`src/rtl/vcil_pkg.sv`:
```
`timescale 1ns / 1ps
// ----------------------------------------------------------------------------
// vcil_pkg
// Shared constants of the vehicle control input limiter: default value width,
// register indexes, opcodes, reset values and divider stage grouping.
// ----------------------------------------------------------------------------
package vcil_pkg;

	// default fixed-point value width (Q12.12)
	localparam int VALUE_WIDTH_DEF = 24;

	// quotient bits resolved in one divider stage
	localparam int DIV_BITS_PER_STAGE = 4;

	// configuration register indexes
	localparam int CFG_IDX_W = 3;
	localparam logic [CFG_IDX_W-1:0] REG_SWITCH_VEL = 3'd0;
	localparam logic [CFG_IDX_W-1:0] REG_MAX_VEL    = 3'd1;
	localparam logic [CFG_IDX_W-1:0] REG_MAX_ACC    = 3'd2;
	localparam logic [CFG_IDX_W-1:0] REG_MAX_DEC    = 3'd3;
	localparam logic [CFG_IDX_W-1:0] REG_MIN_ANGLE  = 3'd4;
	localparam logic [CFG_IDX_W-1:0] REG_MAX_ANGLE  = 3'd5;
	localparam logic [CFG_IDX_W-1:0] REG_MIN_RATE   = 3'd6;
	localparam logic [CFG_IDX_W-1:0] REG_MAX_RATE   = 3'd7;

	// command kinds
	localparam logic OP_STANDARD = 1'b0;
	localparam logic OP_LEGACY   = 1'b1;

	// register reset values
	localparam int RST_SWITCH_VEL = 29979;
	localparam int RST_MAX_VEL    = 81920;
	localparam int RST_MAX_ACC    = 38953;
	localparam int RST_MAX_DEC    = 38953;
	localparam int RST_MIN_ANGLE  = -1716;
	localparam int RST_MAX_ANGLE  = 1716;
	localparam int RST_MIN_RATE   = -13107;
	localparam int RST_MAX_RATE   = 13107;

endpackage

```
`src/rtl/vcil_div.sv`:
```
`timescale 1ns / 1ps
// ----------------------------------------------------------------------------
// vcil_div
// Pipelined unsigned restoring divider, a few quotient bits per stage, with a
// sideband word that travels alongside and an overflow flag for quotients that
// do not fit in VALUE_WIDTH bits.
// ----------------------------------------------------------------------------
module vcil_div #(
	parameter int VALUE_WIDTH = vcil_pkg::VALUE_WIDTH_DEF,
	parameter int SIDE_WIDTH  = 1
) (
	input  logic                       clk,
	input  logic                       arst_n,
	input  logic                       in_valid,
	output logic                       in_stall,
	input  logic [2*VALUE_WIDTH-1:0]   num,
	input  logic [VALUE_WIDTH-1:0]     den,
	input  logic [SIDE_WIDTH-1:0]      side_in,
	output logic                       out_valid,
	input  logic                       out_stall,
	output logic [VALUE_WIDTH-1:0]     quo,
	output logic                       ovf,
	output logic [SIDE_WIDTH-1:0]      side_out
);
	import vcil_pkg::*;

	localparam int W   = VALUE_WIDTH;
	localparam int BPS = DIV_BITS_PER_STAGE;
	localparam int ND  = (W + BPS - 1) / BPS;

	logic [ND-1:0]         v_q;
	logic [ND:0]           en;
	logic [W-1:0]          r_q    [ND];
	logic [W-1:0]          n_q    [ND];
	logic [W-1:0]          q_q    [ND];
	logic [W-1:0]          d_q    [ND];
	logic                  ovf_q  [ND];
	logic [SIDE_WIDTH-1:0] side_q [ND];

	assign en[ND] = ~out_stall;

	for (genvar k = 0; k < ND; k++) begin : g_stage
		logic                  v_in;
		logic [W-1:0]          r_in;
		logic [W-1:0]          n_in;
		logic [W-1:0]          q_in;
		logic [W-1:0]          d_in;
		logic                  ovf_in;
		logic [SIDE_WIDTH-1:0] side_in_k;
		logic [W:0]            rr;
		logic [W-1:0]          nn;
		logic [W-1:0]          qq;

		if (k == 0) begin : g_first
			assign v_in      = in_valid;
			assign r_in      = num[2*W-1:W];
			assign n_in      = num[W-1:0];
			assign q_in      = '0;
			assign d_in      = den;
			// high half not below divisor: quotient needs more than W bits
			assign ovf_in    = (num[2*W-1:W] >= den);
			assign side_in_k = side_in;
		end else begin : g_next
			assign v_in      = v_q[k-1];
			assign r_in      = r_q[k-1];
			assign n_in      = n_q[k-1];
			assign q_in      = q_q[k-1];
			assign d_in      = d_q[k-1];
			assign ovf_in    = ovf_q[k-1];
			assign side_in_k = side_q[k-1];
		end

		assign en[k] = ~v_q[k] | en[k+1];

		// shift in one dividend bit, trial subtract, shift in one quotient bit
		always_comb begin
			rr = {1'b0, r_in};
			nn = n_in;
			qq = q_in;
			for (int b = 0; b < BPS; b++) begin
				if (k * BPS + b < W) begin
					rr = {rr[W-1:0], nn[W-1]};
					nn = {nn[W-2:0], 1'b0};
					if (rr >= {1'b0, d_in}) begin
						rr = rr - {1'b0, d_in};
						qq = {qq[W-2:0], 1'b1};
					end else begin
						qq = {qq[W-2:0], 1'b0};
					end
				end
			end
		end

		always_ff @(posedge clk or negedge arst_n) begin
			if (!arst_n) begin
				v_q[k] <= 1'b0;
			end else if (en[k]) begin
				v_q[k] <= v_in;
			end
		end

		always_ff @(posedge clk) begin
			if (en[k]) begin
				r_q[k]    <= rr[W-1:0];
				n_q[k]    <= nn;
				q_q[k]    <= qq;
				d_q[k]    <= d_in;
				ovf_q[k]  <= ovf_in;
				side_q[k] <= side_in_k;
			end
		end
	end

	assign in_stall  = ~en[0];
	assign out_valid = v_q[ND-1];
	assign quo       = q_q[ND-1];
	assign ovf       = ovf_q[ND-1];
	assign side_out  = side_q[ND-1];

endmodule

```
`config.mk`:
```
export PLATFORM = sky130hd
export DESIGN_NAME = vcil_div
export DESIGN_NICKNAME = d
export VERILOG_FILES = /design/src/rtl/vcil_pkg.sv /design/src/rtl/vcil_div.sv
export SDC_FILE = /design/constraint.sdc
export NUM_CORES = 2
export LEC_CHECK = 0
export BUFFER_PORTS_ARGS = -buffer_cell sky130_fd_sc_hd__buf_2
export CORE_AREA = 2 2 282 284
export DETAILED_ROUTE_END_ITERATION = 16
export DIE_AREA = 0 0 284 286
export PLACE_DENSITY = 0.78
export SETUP_SLACK_MARGIN = 0.15
export SLEW_MARGIN = 25
export SYNTH_ARGS = -nofsm -noshare
export SYNTH_HDL_FRONTEND = slang
export SYNTH_SLANG_ARGS = --single-unit
```
`constraint.sdc`:
```
create_clock -name clk -period 10.7 [get_ports clk]
set_input_delay 0.535 -clock clk [delete_from_list [all_inputs] [get_ports clk]]
set_output_delay 0.535 -clock clk [all_outputs]
set_load 0.01 [all_outputs]
```
==> summary.txt <==
Drt
  – WL met2: 68.2 mm
  – Antenna Nets Post-Route: 0
  – DR vias/cell: 6.24
  – Remaining DRCs: 0
  – DR iter-0 viols: 3,211
  – Top Layer Used: met4
  – Final wirelength: 143 mm
  – Routed len/inst: 21.2 um
  – Via count: 42,100
  – Metal-1 WL: 57.0 mm
  – DRT Pass-1 Iters: 5
  – WL met3: 8.00 mm

Floorplanning
  – Placeable Area: 0.0784 sq mm
  – Die height: 286 um
  – Row count: 103
  – IO Count: 105
  – Die W: 284 um
  – Initial Utilization: 58.3%
  – Die area: 0.0812 sq mm

STA
  – Fmax: 97.2 MHz
  – Tcrit/Tclk final: 96.2%
  – Tmin final: 10.29 ns
  – Fin. Hold Viols: 0
  – Clock Skews: 0.0293 ns
  – RSZ-0062 raised after global routing: no
  – Slew HR: 17.5%
  – Worst-Margin Slew: 1.20 ns
  – Slew Viols, Final: 0
  – Setup Viol. Count Final: 0
  – Final setup margin: 0.407 ns

Logic synthesis
  – Sequential cell area fraction in the yosys report: 26.3%
  – Syn Nets: 5,717
  – Synthesized cell area: 0.0457 sq mm
  – Ys flop type: edfxtp_1
  – EDFF count, synth: 396
  – Synth Instances: 5,017
  – Synthesized flop and latch total: 402
  – Asr flop ratio synth: 1.49%
  – Syn avg cell area: 9.11 sq um
  – Synthesis Warnings: 0
  – Unique masters post-synth: 104

Setup path
  – Critical Path Sink Type: flip-flop
  – RR Startpoint: n_q[0][19]
  – CP peak stage delay: 0.50 ns
  – CP arrival: 10.64 ns
  – Critical Path RT: 11.05 ns
  – Critical Path Slowest Stage Cell: edfxtp_1
  – Critical path launch point type: flip-flop
  – WS Path Type: flip-flop to flip-flop
  – Register-to-register path setup slack: 0.41 ns
  – Critical-path maximum fanout: 5
  – Worst Setup SP: n_q[0][19]
  – Most common cell on crit path: ha_1

Placed design
  – Hpwl dp: 114 mm
  – Dpl cells: 6,605
  – Place WS: -0.297 ns
  – Gp weighted congestion: 0.994
  – IO Port Bufs: 104
  – Post-DP Area: 0.0512 sq mm

GRT
  – Overall routing resource usage: 33.6%
  – Vias in the first global route: 40,300
  – Total congestion overflow: 0
  – Initial antenna violation count: 2
  – First-pass GRT wire length: 218 mm
  – Largest net degree at the start of global routing: 67

Run status
  – Status: complete, no violations

Clock network
  – Max clock buf depth: 3
  – TritonCTS clock tree: done
  – CTS root buffer: clkbuf_16
  – H-tree depth: 2
  – Worst-path clk slew: 0.07 ns
  – Worst skew pair latency: 0.63 ns
  – CTS Buf Count: 46
  – Clock Sinks: 402

Cells and area
  – Fin area: 0.0541 sq mm
  – Share of post-route cells with drive strength above 1: 22.1%
  – Fin cells: 6,748
  – Fin nets: 6,360
  – Synthesis-to-finish area growth: 18.3%
  – Diode count: 0

Min path
  – Hold Path Origin: num[12]
  – Min-Delay Path Class: primary input to flip-flop

Run
  – MaxCap Viol Count: 0
[sequential cells by signal (all words and copies together) (netlist names)]
name          cells
r_q             120
q_q              84
ovf_q             6
g_stage.v_in      5
out_valid         1
side_q            6
d_q             120
n_q              60
[cell usage after synthesis (26+ instances only)]
cell type / n / area share, %
ha_1: 600 / 16
a21oi_1: 466 / 5.1
edfxtp_1: 396 / 26
inv_1: 333 / 2.7
nand2_1: 318 / 2.6
nor2_1: 297 / 2.4
xnor2_1: 295 / 5.7
o21ai_0: 292 / 3.2
mux2_2: 279 / 6.9
a21o_1: 207 / 3.4
xor2_1: 130 / 2.5
nand3_1: 115 / 1.3
nor3_1: 99 / 1.1
o21a_1: 89 / 1.5
nand4_1: 72 / 0.99
o21bai_1: 64 / 1.1
mux2_1: 61 / 1.5
nor2b_1: 56 / 0.77
mux2i_1: 51 / 1.1
nand2b_1: 51 / 0.70
a31oi_1: 49 / 0.67
and3_1: 44 / 0.60
a211oi_1: 43 / 0.71
clkbuf_1: 38 / 0.31
or3_1: 36 / 0.49
o31ai_1: 35 / 0.57
o211ai_1: 33 / 0.54
buf_2: 26 / 0.28
[area by class of cell]
cell class	count	area, sq um
Multi-Input combinational cell	4189	32800
Fill cell	6209	24300
Clock inverter	37	400
Sequential cell	402	12000
Tap cell	1050	1310
Inverter	340	1310
Clock buffer	49	1160
Timing Repair Buffer	681	5040
[metrics by stage]
step	hold WS, ns	utilization, %	TNS, ns
2_1_floorplan	0.239	-	0
3_3_place_gp	0.366	65.3	-1.52
3_5_place_dp	0.364	65.3	-7.99
4_1_cts	0.0577	67.5	0
5_1_grt	0.0763	69.0	0
6_report	0.0843	69.0	0
[path summary, 6_finish.rpt]
check | end | cells after the start
hold reg to reg | n_q[2][14] | 0
min in group asynchronous | g_stage[1].v_in | 2
setup / recovery | r_q[1][22] | 46
setup reg to reg | r_q[1][22] | 46
hold / removal | n_q[0][12] | 1
max in group asynchronous | g_stage[4].v_in | 2
[layout by cell type (no fill, tap or decap), drive strengths merged, types with 56 or more instances in the layout]
cell type	instances
a21o	207
a21oi	468
buf	678
edfxtp	396
ha	600
inv	348
mux2	347
nand2	318
nand3	115
nand4	72
nor2	297
nor2b	56
nor3	99
o21a	89
o21ai	300
o21bai	64
xnor2	295
xor2	130
[metal layers]
| layer | GRT usage [%] | up-vias |
|---|---|---|
| li1 | - | 20200 |
| met1 | 40.2 | 19900 |
| met2 | 58.6 | 1558 |
| met3 | 3.52 | 512 |
| met4 | 20.3 | 0 |
| met5 | 0 | - |
[worst max-delay path: cells and delay by family (launching register included)]
family | cells | cell delay (ns)
compound gates | 21 | 4.47
fa+ha+maj | 5 | 1.41
buf+inv | 7 | 0.91
flops | 1 | 0.50
mux | 4 | 1.30
xor+xnor | 2 | 0.16
simple gates | 7 | 1.28
[kinds of logic (layout without fill, tap and decap cells)]
kind of cell	after synthesis	after routing	synth area share (%)
buffers and inverters	431	1107	3.82
and+or+nand+nor	1228	1228	13.2
xor gates and xnor gates	425	425	8.14
DFF	402	402	26.3
AOI/OAI and AO/OA	1509	1514	21.3
muxes	399	399	9.75
adders and majority gates	623	623	17.4
[timing repair]
action	4_1_cts	5_1_grt
endpoints found under the setup margin	74	126
cloned	0	7
buffers inserted	2	47
endpoints found under the hold margin	6	0
pin swaps	2	40
hold buffers	1	0
resized for setup	18	191
Power is not shown: default switching activity piles up to over one toggle a cycle in this logic, so the estimate is an artifact.
